`config.mk`:
```
export PLATFORM = sky130hd
export DESIGN_NAME = duplicate_adjacent_word_finder_flat
export DESIGN_NICKNAME = d
export VERILOG_FILES = /design/src/rtl/core/dawf_pkg.sv /design/src/rtl/core/dawf_ifs.sv /design/src/rtl/core/duplicate_adjacent_word_finder.sv /design/src/rtl/core/dawf_ram.sv /design/src/rtl/core/dawf_scan.sv /design/src/rtl/core/dawf_emit.sv /design/src/flat_wrapper.sv
export SDC_FILE = /design/constraint.sdc
export NUM_CORES = 1
export LEC_CHECK = 0
export BUFFER_PORTS_ARGS = -buffer_cell sky130_fd_sc_hd__buf_2
export CORE_UTILIZATION = 60
export DETAILED_ROUTE_END_ITERATION = 10
export HOLD_SLACK_MARGIN = 0.1
export PLACE_DENSITY = 0.77
export SYNTH_ARGS = -nofsm -noshare
export SYNTH_HDL_FRONTEND = slang
export SYNTH_HIERARCHICAL = 1
export SYNTH_SLANG_ARGS = --single-unit
```
`constraint.sdc`:
```
create_clock -name clk_i -period 4.2 [get_ports clk_i]
set_input_delay 0.42 -clock clk_i [delete_from_list [all_inputs] [get_ports clk_i]]
set_output_delay 0.42 -clock clk_i [all_outputs]
set_load 0.02 [all_outputs]
```
`src/rtl/core/dawf_pkg.sv`:
```
package dawf_pkg;

  // longest word that is stored and can still match
  localparam int unsigned MaxWord  = 32;
  localparam int unsigned IdxW     = $clog2(MaxWord);
  localparam int unsigned LenW     = $clog2(MaxWord + 1);
  localparam int unsigned AddrW    = IdxW + 1;
  localparam int unsigned MemDepth = 2 ** AddrW;
  localparam int unsigned LineW    = 32;

  localparam logic [7:0]       NlByte  = 8'h0A;
  localparam logic [LineW-1:0] LineMax = '1;

  // word end that found a duplicate: report the previous word
  typedef struct packed {
    logic             start;
    logic             sel;
    logic [LenW-1:0]  len;
    logic [LineW-1:0] line;
  } emit_req_t;

endpackage

```
`src/rtl/core/dawf_ifs.sv`:
```
interface dawf_in_if;
  logic       valid;
  logic       ready;
  logic [7:0] text_byte;
  logic       end_marker;

  modport source (output valid, output text_byte, output end_marker, input ready);
  modport sink (input valid, input text_byte, input end_marker, output ready);
endinterface

interface dawf_out_if;
  logic        valid;
  logic        ready;
  logic [7:0]  letter;
  logic [31:0] word_line;
  logic        last_letter;
  logic        pair_seen;

  modport source (output valid, output letter, output word_line, output last_letter,
                  output pair_seen, input ready);
  modport sink (input valid, input letter, input word_line, input last_letter,
                input pair_seen, output ready);
endinterface

```
`src/rtl/core/duplicate_adjacent_word_finder.sv`:
```
// Doubled-word finder. Takes text one byte per request and, when a word of
// ASCII letters ends and equals the word before it in the same file (case
// ignored), reports the earlier word letter by letter in its original case with
// the line it ended on; end_marker closes a file and restarts line counting at 1.
// Letters and other bytes are taken one per cycle. On a duplicate the input
// stalls while the word is read back from the 2 x MaxWord byte store: a reported
// letter takes one RAM read, then the output register, held while the output is
// held off. The store is not cleared at reset and needs no clearing pass.
module duplicate_adjacent_word_finder (
  input  logic       clk_i,
  input  logic       rst_ni,
  dawf_in_if.sink    text_i,
  dawf_out_if.source report_o
);
  import dawf_pkg::*;

  emit_req_t        emit_req;
  logic             emit_busy;
  logic             scan_we;
  logic [AddrW-1:0] scan_waddr;
  logic [7:0]       scan_wdata;
  logic             scan_re;
  logic [AddrW-1:0] scan_raddr;
  logic             emit_re;
  logic [AddrW-1:0] emit_raddr;
  logic             ram_re;
  logic [AddrW-1:0] ram_raddr;
  logic [7:0]       ram_rdata;

  // read port shared: compare reads while scanning, report reads while stalled
  assign ram_re    = scan_re || emit_re;
  assign ram_raddr = emit_re ? emit_raddr : scan_raddr;

  dawf_scan u_scan (
    .clk_i       (clk_i),
    .rst_ni      (rst_ni),
    .text_i      (text_i),
    .emit_busy_i (emit_busy),
    .we_o        (scan_we),
    .waddr_o     (scan_waddr),
    .wdata_o     (scan_wdata),
    .re_o        (scan_re),
    .raddr_o     (scan_raddr),
    .rdata_i     (ram_rdata),
    .emit_req_o  (emit_req)
  );

  dawf_ram #(
    .Width (8),
    .Depth (MemDepth)
  ) u_ram (
    .clk_i   (clk_i),
    .we_i    (scan_we),
    .waddr_i (scan_waddr),
    .wdata_i (scan_wdata),
    .re_i    (ram_re),
    .raddr_i (ram_raddr),
    .rdata_o (ram_rdata)
  );

  dawf_emit u_emit (
    .clk_i    (clk_i),
    .rst_ni   (rst_ni),
    .req_i    (emit_req),
    .busy_o   (emit_busy),
    .re_o     (emit_re),
    .raddr_o  (emit_raddr),
    .rdata_i  (ram_rdata),
    .report_o (report_o)
  );

  a_one_reader: assert property (@(posedge clk_i) disable iff (!rst_ni)
    !(scan_re && emit_re))
    else $error("both units read the store in one cycle");

endmodule

```
`src/rtl/core/dawf_ram.sv`:
```
module dawf_ram #(
  parameter int unsigned Width = 8,
  parameter int unsigned Depth = 64
) (
  input  logic                     clk_i,
  input  logic                     we_i,
  input  logic [$clog2(Depth)-1:0] waddr_i,
  input  logic [Width-1:0]         wdata_i,
  input  logic                     re_i,
  input  logic [$clog2(Depth)-1:0] raddr_i,
  output logic [Width-1:0]         rdata_o
);

  logic [Width-1:0] mem [Depth];

  always_ff @(posedge clk_i) begin
    if (we_i) begin
      mem[waddr_i] <= wdata_i;
    end
  end

  always_ff @(posedge clk_i) begin
    if (re_i) begin
      rdata_o <= mem[raddr_i];
    end
  end

endmodule

```
`src/rtl/core/dawf_scan.sv`:
```
module dawf_scan (
  input  logic                      clk_i,
  input  logic                      rst_ni,
  dawf_in_if.sink                   text_i,
  input  logic                      emit_busy_i,
  output logic                      we_o,
  output logic [dawf_pkg::AddrW-1:0] waddr_o,
  output logic [7:0]                wdata_o,
  output logic                      re_o,
  output logic [dawf_pkg::AddrW-1:0] raddr_o,
  input  logic [7:0]                rdata_i,
  output dawf_pkg::emit_req_t       emit_req_o
);
  import dawf_pkg::*;

  function automatic logic is_letter(logic [7:0] b);
    return (b >= 8'h41 && b <= 8'h5A) || (b >= 8'h61 && b <= 8'h7A);
  endfunction

  // case fold for letters: drop the lower-case bit
  function automatic logic [6:0] fold(logic [7:0] b);
    return {b[7:6], b[4:0]};
  endfunction

  logic             sel_q, sel_d;
  logic [LenW-1:0]  cur_len_q, cur_len_d;
  logic [LenW-1:0]  prev_len_q, prev_len_d;
  logic             prev_valid_q, prev_valid_d;
  logic             cur_tl_q, cur_tl_d;
  logic             prev_tl_q, prev_tl_d;
  logic             match_q, match_d;
  logic [LineW-1:0] line_q, line_d;
  logic [LineW-1:0] prev_line_q, prev_line_d;
  logic             cmp_pend_q, cmp_pend_d;
  logic [6:0]       fold_q, fold_d;

  logic accept, letter_acc, end_acc, full, static_ok, pending, cmp_bad, eff_match, hit;

  assign text_i.ready = !emit_busy_i;
  assign accept     = text_i.valid && text_i.ready;
  assign letter_acc = accept && !text_i.end_marker && is_letter(text_i.text_byte);
  assign end_acc    = accept && (text_i.end_marker || !is_letter(text_i.text_byte));

  assign full      = (cur_len_q == LenW'(MaxWord));
  assign static_ok = prev_valid_q && !prev_tl_q && (cur_len_q < prev_len_q);
  assign pending   = (cur_len_q != '0) || cur_tl_q;

  // compare of the previous letter lands in the cycle after its request
  assign cmp_bad   = cmp_pend_q && (fold(rdata_i) != fold_q);
  assign eff_match = match_q && !cmp_bad;
  assign hit = eff_match && prev_valid_q && !prev_tl_q && !cur_tl_q &&
               (cur_len_q == prev_len_q) && (cur_len_q != '0);

  assign we_o    = letter_acc && !full;
  assign waddr_o = {sel_q, cur_len_q[IdxW-1:0]};
  assign wdata_o = text_i.text_byte;
  assign re_o    = letter_acc && !full && static_ok;
  assign raddr_o = {~sel_q, cur_len_q[IdxW-1:0]};

  assign emit_req_o.start = end_acc && pending && hit;
  assign emit_req_o.sel   = ~sel_q;
  assign emit_req_o.len   = prev_len_q;
  assign emit_req_o.line  = prev_line_q;

  always_comb begin
    sel_d        = sel_q;
    cur_len_d    = cur_len_q;
    prev_len_d   = prev_len_q;
    prev_valid_d = prev_valid_q;
    cur_tl_d     = cur_tl_q;
    prev_tl_d    = prev_tl_q;
    match_d      = eff_match;
    line_d       = line_q;
    prev_line_d  = prev_line_q;
    cmp_pend_d   = 1'b0;
    fold_d       = fold_q;

    if (letter_acc) begin
      if (full) begin
        cur_tl_d = 1'b1;
        match_d  = 1'b0;
      end else begin
        cur_len_d = cur_len_q + LenW'(1);
        if (static_ok) begin
          cmp_pend_d = 1'b1;
          fold_d     = fold(text_i.text_byte);
        end else begin
          match_d = 1'b0;
        end
      end
    end

    if (end_acc) begin
      if (pending) begin
        sel_d        = ~sel_q;
        prev_len_d   = cur_len_q;
        prev_tl_d    = cur_tl_q;
        prev_valid_d = 1'b1;
        prev_line_d  = line_q;
        cur_len_d    = '0;
        cur_tl_d     = 1'b0;
        match_d      = 1'b1;
      end
      if (text_i.end_marker) begin
        prev_valid_d = 1'b0;
        line_d       = LineW'(1);
      end else if (text_i.text_byte == NlByte && line_q != LineMax) begin
        line_d = line_q + LineW'(1);
      end
    end
  end

  always_ff @(posedge clk_i or negedge rst_ni) begin
    if (!rst_ni) begin
      sel_q        <= 1'b0;
      cur_len_q    <= '0;
      prev_len_q   <= '0;
      prev_valid_q <= 1'b0;
      cur_tl_q     <= 1'b0;
      prev_tl_q    <= 1'b0;
      match_q      <= 1'b1;
      line_q       <= LineW'(1);
      prev_line_q  <= LineW'(1);
      cmp_pend_q   <= 1'b0;
    end else begin
      sel_q        <= sel_d;
      cur_len_q    <= cur_len_d;
      prev_len_q   <= prev_len_d;
      prev_valid_q <= prev_valid_d;
      cur_tl_q     <= cur_tl_d;
      prev_tl_q    <= prev_tl_d;
      match_q      <= match_d;
      line_q       <= line_d;
      prev_line_q  <= prev_line_d;
      cmp_pend_q   <= cmp_pend_d;
    end
  end

  always_ff @(posedge clk_i) begin
    fold_q <= fold_d;
  end

  a_len_bound: assert property (@(posedge clk_i) disable iff (!rst_ni)
    cur_len_q <= LenW'(MaxWord))
    else $error("word length above limit");

endmodule

```
`src/rtl/core/dawf_emit.sv`:
```
module dawf_emit (
  input  logic                       clk_i,
  input  logic                       rst_ni,
  input  dawf_pkg::emit_req_t        req_i,
  output logic                       busy_o,
  output logic                       re_o,
  output logic [dawf_pkg::AddrW-1:0] raddr_o,
  input  logic [7:0]                 rdata_i,
  dawf_out_if.source                 report_o
);
  import dawf_pkg::*;

  typedef enum logic {
    EmIdle,
    EmRead
  } em_state_e;

  em_state_e        state_q;
  logic [IdxW-1:0]  k_q;
  logic [LenW-1:0]  len_q;
  logic             sel_q;
  logic [LineW-1:0] line_q;
  logic             pair_q;
  logic             rd_pend_q;
  logic             rd_last_q;
  logic             out_v_q;
  logic [7:0]       out_letter_q;
  logic [LineW-1:0] out_line_q;
  logic             out_last_q;
  logic             out_pair_q;

  logic issue, last_issue;

  // one read at a time, only when the output register is free when it lands
  assign issue      = (state_q == EmRead) && !rd_pend_q && (!out_v_q || report_o.ready);
  assign last_issue = (LenW'(k_q) + LenW'(1)) == len_q;

  assign busy_o  = (state_q == EmRead);
  assign re_o    = issue;
  assign raddr_o = {sel_q, k_q};

  assign report_o.valid       = out_v_q;
  assign report_o.letter      = out_letter_q;
  assign report_o.word_line   = out_line_q;
  assign report_o.last_letter = out_last_q;
  assign report_o.pair_seen   = out_pair_q;

  always_ff @(posedge clk_i or negedge rst_ni) begin
    if (!rst_ni) begin
      state_q      <= EmIdle;
      k_q          <= '0;
      len_q        <= '0;
      sel_q        <= 1'b0;
      line_q       <= '0;
      pair_q       <= 1'b0;
      rd_pend_q    <= 1'b0;
      rd_last_q    <= 1'b0;
      out_v_q      <= 1'b0;
      out_letter_q <= '0;
      out_line_q   <= '0;
      out_last_q   <= 1'b0;
      out_pair_q   <= 1'b0;
    end else begin
      case (state_q)
        EmIdle: begin
          if (req_i.start) begin
            state_q <= EmRead;
            k_q     <= '0;
            len_q   <= req_i.len;
            sel_q   <= req_i.sel;
            line_q  <= req_i.line;
            pair_q  <= 1'b1;
          end
        end
        EmRead: begin
          if (issue) begin
            k_q <= k_q + IdxW'(1);
            if (last_issue) begin
              state_q <= EmIdle;
            end
          end
        end
        default: state_q <= EmIdle;
      endcase

      rd_pend_q <= issue;
      if (issue) begin
        rd_last_q <= last_issue;
      end

      if (rd_pend_q) begin
        out_v_q      <= 1'b1;
        out_letter_q <= rdata_i;
        out_line_q   <= line_q;
        out_last_q   <= rd_last_q;
        out_pair_q   <= pair_q;
      end else if (report_o.ready) begin
        out_v_q <= 1'b0;
      end
    end
  end

  a_land_free: assert property (@(posedge clk_i) disable iff (!rst_ni)
    rd_pend_q |-> !out_v_q)
    else $error("read data lands on a full output register");

  a_start_idle: assert property (@(posedge clk_i) disable iff (!rst_ni)
    req_i.start |-> state_q == EmIdle)
    else $error("report started while another is in progress");

  a_pair_set: assert property (@(posedge clk_i) disable iff (!rst_ni)
    out_v_q |-> out_pair_q)
    else $error("report without pair flag");

endmodule
```
`src/flat_wrapper.sv`:
```
// flat-port wrapper written by rule: the top's interface ports become plain ports
module duplicate_adjacent_word_finder_flat import dawf_pkg::*;
  (clk_i, rst_ni, text_i_valid, text_i_text_byte, text_i_end_marker, text_i_ready, report_o_valid, report_o_letter, report_o_word_line, report_o_last_letter, report_o_pair_seen, report_o_ready);
  dawf_in_if text_i_i ();
  dawf_out_if report_o_i ();
  input  logic clk_i;
  input  logic rst_ni;
  input wire logic [$bits(text_i_i.valid)-1:0] text_i_valid;
  input wire logic [$bits(text_i_i.text_byte)-1:0] text_i_text_byte;
  input wire logic [$bits(text_i_i.end_marker)-1:0] text_i_end_marker;
  output wire logic [$bits(text_i_i.ready)-1:0] text_i_ready;
  output wire logic [$bits(report_o_i.valid)-1:0] report_o_valid;
  output wire logic [$bits(report_o_i.letter)-1:0] report_o_letter;
  output wire logic [$bits(report_o_i.word_line)-1:0] report_o_word_line;
  output wire logic [$bits(report_o_i.last_letter)-1:0] report_o_last_letter;
  output wire logic [$bits(report_o_i.pair_seen)-1:0] report_o_pair_seen;
  input wire logic [$bits(report_o_i.ready)-1:0] report_o_ready;
  assign text_i_i.valid = text_i_valid;
  assign text_i_i.text_byte = text_i_text_byte;
  assign text_i_i.end_marker = text_i_end_marker;
  assign text_i_ready = text_i_i.ready;
  assign report_o_valid = report_o_i.valid;
  assign report_o_letter = report_o_i.letter;
  assign report_o_word_line = report_o_i.word_line;
  assign report_o_last_letter = report_o_i.last_letter;
  assign report_o_pair_seen = report_o_i.pair_seen;
  assign report_o_i.ready = report_o_ready;
  duplicate_adjacent_word_finder u_core (.clk_i(clk_i), .rst_ni(rst_ni), .text_i(text_i_i), .report_o(report_o_i));
endmodule
```
==> results.cfg, run 1 <==
[global_route]
number_of_antenna_violations_at_the_first_check_in_global_routing = 0
maximum_number_of_pins_on_one_net_before_global_route_repair = 88
grt_first_pass_wirelength_microns = 97200
global_route.usage.total = 0.274
via_count_of_the_first_global_routing_pass = 16000
grt.overflow.total = 0

[setup_path]
setup.reg_to_reg.worst_slack_ns = 0.31
critical_path.endpoint_type = register
regToRegEndpoint = u_core/u_ram/rdata_o[4]
startpoint = u_core/u_emit/busy_o
path_class = register to register
worstReg2RegStart = u_core/u_emit/busy_o
critical_path.endpoint = u_core/u_ram/rdata_o[4]
r2r.worst_path.cells = 10
critical_path_peak_fanout = 40
worstSetupStartpointType = register
worstPathArrival_ns = 4.23
crit_required_ns = 4.54

[floorplan]
count_of_pins_on_the_block_boundary = 57
standard_cell_core_area_sq_um = 46900
die_x_microns = 220
rows = 79
die-area_sq_um = 48600
initial_utilization = 0.611
chipHeight_microns = 220

[final_layout]
multiInputGateArea_sq_um = 7770
filler_cell_count = 2935
antenna_cells = 0
area_growth_syn_to_layout_pct = 12.4
fin_nets = 1833
sequential_cell_area_sq_um = 20200
final_layout_size_suffix_gt1_frac = 0.275

[synthesis]
syn_inst = 1688
synth_ff_type = sky130_fd_sc_hd__edfxtp_1
synth_edf_count = 527
synth-seq-cells = 700
synth_sequential_area_ratio = 0.704
synth_cell_type_count = 81
syn-num-nets = 1711
mappedNetlistArea_sq_um = 28600
number_of_warnings_issued_by_yosys = 6
synthesis.area_per_instance_sq_um = 17.0
ys_async_sr_fraction = 0.247

[timing]
holdWs_ns = 0.131
setup_repair_after_global_routing_missed_its_margin = no
timing.setup.tns_ns = 0
finalHoldViolations = 0
top_achievable_clock_speed_mhz = 257
worst-slew-pin-transition_ns = 0.857
final-max-slew-violation-count = 0
finalCriticalPeriod_ns = 3.89
final-setup-viol-count = 0
slew-limit-headroom = 0.426
finClkSkew_ns = 0.0189
layout_worst_path_cycle_share = 0.927

[clock_network]
cts-htree-levels = 3
cts_tree = built
clock-sinks = 700
cts_inserted_buffers = 70
max-clock-path-buffers = 3
clock-root-buffer = sky130_fd_sc_hd__clkbuf_16
clkLatencyLatePin_ns = 0.61
path_clk_slew_ns = 0.06

[detailed_routing]
dr_total_vias = 16000
wl_microns = 64200
viasPerCell = 6.48
drt_pre_antenna_iters = 10
drt_iter0_markers = 1901
drt_drc_violations_left = 7
antenna_violating_nets_post_route = 0
wl_per_cell_microns = 25.9

[placed_design]
place_hpwl_microns = 39100
finalWeightedCongestion = 0.850
numPortBuffers = 56

[run_status]
failed_checks = design-rule violations
outcome = finished, violations left

[power]
power_density_nw_per_um2 = 594
total_leakage_power_nw = 11.5
worst_ir_drop_vdd_mv = 0.470

[hold_path]
timing.hold.worst.class = primary input to register

[job]
drv.max_cap_violation_count = 0
==> worst min path at each step <==
stage | startpoint | endpoint | slack (ns) | cells after the start
2_1_floorplan | rst_ni | u_core/u_emit/busy_o | 0.12 | 0
3_3_place_gp | u_core/u_scan/prev_line_q[14] | u_core/u_emit/line_q[14] | 0.45 | 2
3_5_place_dp | u_core/u_scan/prev_line_q[10] | u_core/u_emit/line_q[10] | 0.45 | 2
4_1_cts | report_o_ready | u_core/u_emit/report_o.valid | 0.10 | 3
5_1_grt | report_o_ready | u_core/u_emit/report_o.valid | 0.12 | 3
6_report | report_o_ready | u_core/u_emit/report_o.valid | 0.13 | 3
==> critical path, cell delays in order (launching register included) <==
cell and delay (ns):
sky130_fd_sc_hd__dfrtp_1 0.42, sky130_fd_sc_hd__inv_1 0.11, sky130_fd_sc_hd__a211o_1 0.43, sky130_fd_sc_hd__inv_1 0.17
sky130_fd_sc_hd__buf_4 0.19, sky130_fd_sc_hd__mux2_4 0.62, sky130_fd_sc_hd__mux4_2 0.40, sky130_fd_sc_hd__mux2_2 0.29
sky130_fd_sc_hd__o221a_2 0.28, sky130_fd_sc_hd__nor3_1 0.50, sky130_fd_sc_hd__o32ai_1 0.16
==> final cells by class <==
type                            instances  share of cell area
Sequential cell                       700               0.626
Multi-Input combinational cell        861               0.241
Clock buffer                           93              0.0587
Timing Repair Buffer                  160              0.0352
Tap cell                              607              0.0236
Clock inverter                         35              0.0129
Inverter                               17             0.00198
==> placed cells by master (no fill, tap or decap), drive strengths merged, types with 6 or more instances in the layout <==
cell,instances
a41oi,8
or3,9
a31oi,10
o22ai,8
a21oi,16
dfrtp,170
and3,6
a221oi,6
mux2,98
ha,10
o211ai,10
xor2,7
o221ai,9
mux2i,26
nand3b,13
mux4,126
nand2b,16
edfxtp,527
and2,7
clkinv,22
nor4,9
buf,159
clkbuf,93
o21ai,28
xnor2,10
nor2,101
o31ai,13
nand3,35
nor3,18
nand2,159
inv,19
bufinv,7
nor2b,19
nand4,16
==> synth_stat cells, types with 19 or more instances <==
cell | instances | area share
sky130_fd_sc_hd__mux4_2 | 126 | 0.099
sky130_fd_sc_hd__nand3_1 | 32 | 0.0056
sky130_fd_sc_hd__clkbuf_1 | 34 | 0.0045
sky130_fd_sc_hd__buf_2 | 25 | 0.0044
sky130_fd_sc_hd__dfrtp_1 | 170 | 0.15
sky130_fd_sc_hd__mux2_2 | 91 | 0.036
sky130_fd_sc_hd__edfxtp_1 | 527 | 0.55
sky130_fd_sc_hd__buf_4 | 38 | 0.010
sky130_fd_sc_hd__o21ai_0 | 23 | 0.0040
sky130_fd_sc_hd__nand2_1 | 159 | 0.021
sky130_fd_sc_hd__nor2_1 | 100 | 0.013
sky130_fd_sc_hd__mux2i_1 | 26 | 0.0091
sky130_fd_sc_hd__nor2b_1 | 19 | 0.0042
==> layer usage <==
layer / wire length (microns) / GRT usage / up-vias
li1: - / - / 6811
met1: 23700 / 0.362 / 8132
met2: 31800 / 0.449 / 898
met5: 0 / 0 / -
met4: 2430 / 0.109 / 0
met3: 6250 / 0.0570 / 179
==> per-stage QoR <==
step | std cells | area (sq um) | utilization | setup slack [ns] | power, mW
final | 2473 | 32200 | 0.687 | 0.306 | 19.1
after global routing | 2473 | 32200 | 0.687 | 0.156 | 19.8
after CTS | 2473 | 32200 | 0.687 | 0.358 | 19.2
after detailed placement | 2344 | 29900 | 0.638 | 0.340 | 12.9
after global placement | 2344 | 29900 | 0.638 | 0.360 | 12.8
after floorplan | 1688 | 28600 | - | 1.02 | 11.8
==> repair_timing <==
action | in CTS | in global routing
hold buffers | 1 | 0
setup endpoints to repair | 0 | 0
hold endpoints to repair | 85 | 0
setup buffers | 0 | 0
gates resized for setup | 0 | 0
==> logic make-up after synthesis <==
logic type / share of synthesized area
buffers and inverters: 0.0254
flip-flops: 0.704
multiplexers: 0.148
adder cells (fa/ha/maj): 0.00437
AO/OA/AOI/OAI: 0.0416
AND/OR/NAND/NOR: 0.0717
XOR/XNOR: 0.00520
==> power by group <==
group	switching, mW	leakage (nW)	total, mW	internal, mW
logic	2.60	3.34	4.83	2.22
registers	0.300	7.08	8.09	7.79
clock network	2.57	1.11	6.20	3.63
==> registers in the layout (all words and copies together), names as in the netlist, 7 cells and up <==
signal and flops:
u_core/u_scan/prev_line_q 32, u_core/u_emit/report_o.letter 8, u_core/u_emit/line_q 32, u_core/u_ram/rdata_o 8
u_core/u_scan/fold_q 7, u_core/u_emit/report_o.word_line 32, u_core/u_scan/line_q 32, u_core/u_ram/mem 512
No activity file was read; power rests on OpenSTA's default activity.
==> run 2, diff against run 1 <==
- PLACE_DENSITY: 0.77 -> 0.83
==> run 2 against run 1 <==
  * Critical path depth did not move
  * Die area did not move
  * Register-to-register slack got worse by 0.21 ns
  * Clock power fell by 7.3%
  * Largest cell class unchanged
  * Hold slack got worse by 0.00070 ns
  * Largest power group unchanged
  * Highest routed layer unchanged
  * The flow still finishes with violations (design-rule violations)
==> results.cfg, run 2 (synthesized netlist as in run 1, its figures left out) <==
[run_status]
outcome = finished, violations left
failed_checks = design-rule violations

[floorplan]
initial_utilization = 0.611
rows = 79
standard_cell_core_area_sq_um = 46900
chipHeight_microns = 220
die-area_sq_um = 48600
count_of_pins_on_the_block_boundary = 57
die_x_microns = 220

[final_layout]
max_ffs_per_register = 512
mostFrequentLayoutCell = sky130_fd_sc_hd__edfxtp_1
final_area_sq_um = 31900
final_layout_size_suffix_gt1_frac = 0.270
fin_nets = 1828
antenna_cells = 0
top_register = u_core/u_ram/mem
mostFrequentLayoutCells = 527 x sky130_fd_sc_hd__edfxtp_1, 169 x sky130_fd_sc_hd__dfrtp_1, 159 x sky130_fd_sc_hd__nand2_1, 126 x sky130_fd_sc_hd__mux4_2, 100 x sky130_fd_sc_hd__nor2_1
area_growth_syn_to_layout_pct = 11.6

[timing]
final-max-slew-violation-count = 0
timing.setup.tns_ns = 0
finalHoldViolations = 0
layout_worst_path_cycle_share = 0.977
finalCriticalPeriod_ns = 4.10
final-setup-viol-count = 0
slew-limit-headroom = 0.302
setup_repair_after_global_routing_missed_its_margin = no
worst-slew-pin-transition_ns = 1.04
holdWs_ns = 0.130
top_achievable_clock_speed_mhz = 244
finClkSkew_ns = 0.0237

[placed_design]
numPortBuffers = 56
place_hpwl_microns = 40500
placed_cell_area_sq_um = 29900
finalWeightedCongestion = 0.853

[global_route]
global_route.usage.total = 0.284
via_count_of_the_first_global_routing_pass = 16600
maximum_number_of_pins_on_one_net_before_global_route_repair = 97
grt_first_pass_wirelength_microns = 101000
grt.overflow.total = 0
number_of_antenna_violations_at_the_first_check_in_global_routing = 0

[clock_network]
cts_tree = built
cts_inserted_buffers = 69
path_clk_slew_ns = 0.07
clock-root-buffer = sky130_fd_sc_hd__clkbuf_16
clock-sinks = 700
cts-htree-levels = 3
clkLatencyLatePin_ns = 0.61
post-cts-setup-buffer-count = 0
max-clock-path-buffers = 3

[power]
power_density_nw_per_um2 = 592
total_leakage_power_nw = 11.4
worst_ir_drop_vdd_mv = 0.391
fin_total_pwr_mw = 18.9

[detailed_routing]
drt_drc_violations_left = 10
wl_per_cell_microns = 27.1
viasPerCell = 6.69
antenna_violating_nets_post_route = 0
drt_iter0_markers = 2025
dr_total_vias = 16500
wl_microns = 66700
drt_pre_antenna_iters = 10

[hold_path]
timing.hold.worst.class = primary input to register

[setup_path]
worstPathArrival_ns = 4.42
crit_required_ns = 4.52
path_class = register to register
critical_path.endpoint_type = register
worstSetupStartpointType = register
critical_path_peak_fanout = 39

[job]
drv.max_cap_violation_count = 0
run 2: what timing repair did:
item,4_1_cts,5_1_grt
gates resized for setup,0,1
endpoints found under the setup margin,0,1
hold buffers,1,0
hold endpoints to repair,76,0
run 2: power breakdown:
| group | internal (mW) | leakage [nW] | switching [mW] |
|---|---|---|---|
| sequential | 7.79 | 7.08 | 0.320 |
| clock | 3.24 | 1.00 | 2.51 |
| combinational | 2.25 | 3.32 | 2.80 |
run 2: cell type report:
type | instances | area (sq um)
sequential | 700 | 20200
fill | 2830 | 14900
multi-input combinational | 861 | 7770
clock buffer | 93 | 1860
timing repair buffer | 156 | 1110
tap | 607 | 759
clock inverter | 26 | 215
inverter | 17 | 63.8
run 2: critical path: stages, from the launching register on:
cell	delay (ns)
sky130_fd_sc_hd__dfrtp_1	0.44
sky130_fd_sc_hd__inv_1	0.12
sky130_fd_sc_hd__a211o_1	0.45
sky130_fd_sc_hd__inv_1	0.18
sky130_fd_sc_hd__buf_4	0.19
sky130_fd_sc_hd__mux2_4	0.60
sky130_fd_sc_hd__mux4_2	0.44
sky130_fd_sc_hd__mux2_2	0.29
sky130_fd_sc_hd__o221a_2	0.30
sky130_fd_sc_hd__nor3_1	0.56
sky130_fd_sc_hd__o32ai_1	0.20
run 2: layer usage:
metal / up-vias / GRT usage / share of wire
met2: 1093 / 0.462 / 0.49
met1: 8372 / 0.375 / 0.37
li1: 6795 / - / -
met3: 192 / 0.0591 / 0.10
met5: - / 0 / 0
met4: 0 / 0.118 / 0.039
run 2: worst paths after layout:
kind,start,end,slack (ns),cells after the start
setup reg to reg,u_core/u_emit/busy_o,u_core/u_ram/rdata_o[4],0.1,10
hold / removal,report_o_ready,u_core/u_emit/report_o.valid,0.13,3
hold reg to reg,u_core/u_scan/prev_line_q[6],u_core/u_emit/line_q[6],0.46,2
max in group asynchronous,rst_ni,u_core/u_scan/prev_line_q[0],2.80,3
setup / recovery,u_core/u_emit/busy_o,u_core/u_ram/rdata_o[4],0.1,10
min in group asynchronous,rst_ni,u_core/u_emit/report_o.word_line[30],0.42,2
run 2: per-stage QoR:
step / setup slack [ns] / util / instances
6_report: 0.0975 / 0.682 / 2460
5_1_grt: 0.0199 / 0.682 / 2460
2_1_floorplan: 1.02 / - / 1688
3_5_place_dp: 0.226 / 0.637 / 2340
4_1_cts: 0.144 / 0.682 / 2460
3_3_place_gp: 0.324 / 0.637 / 2340
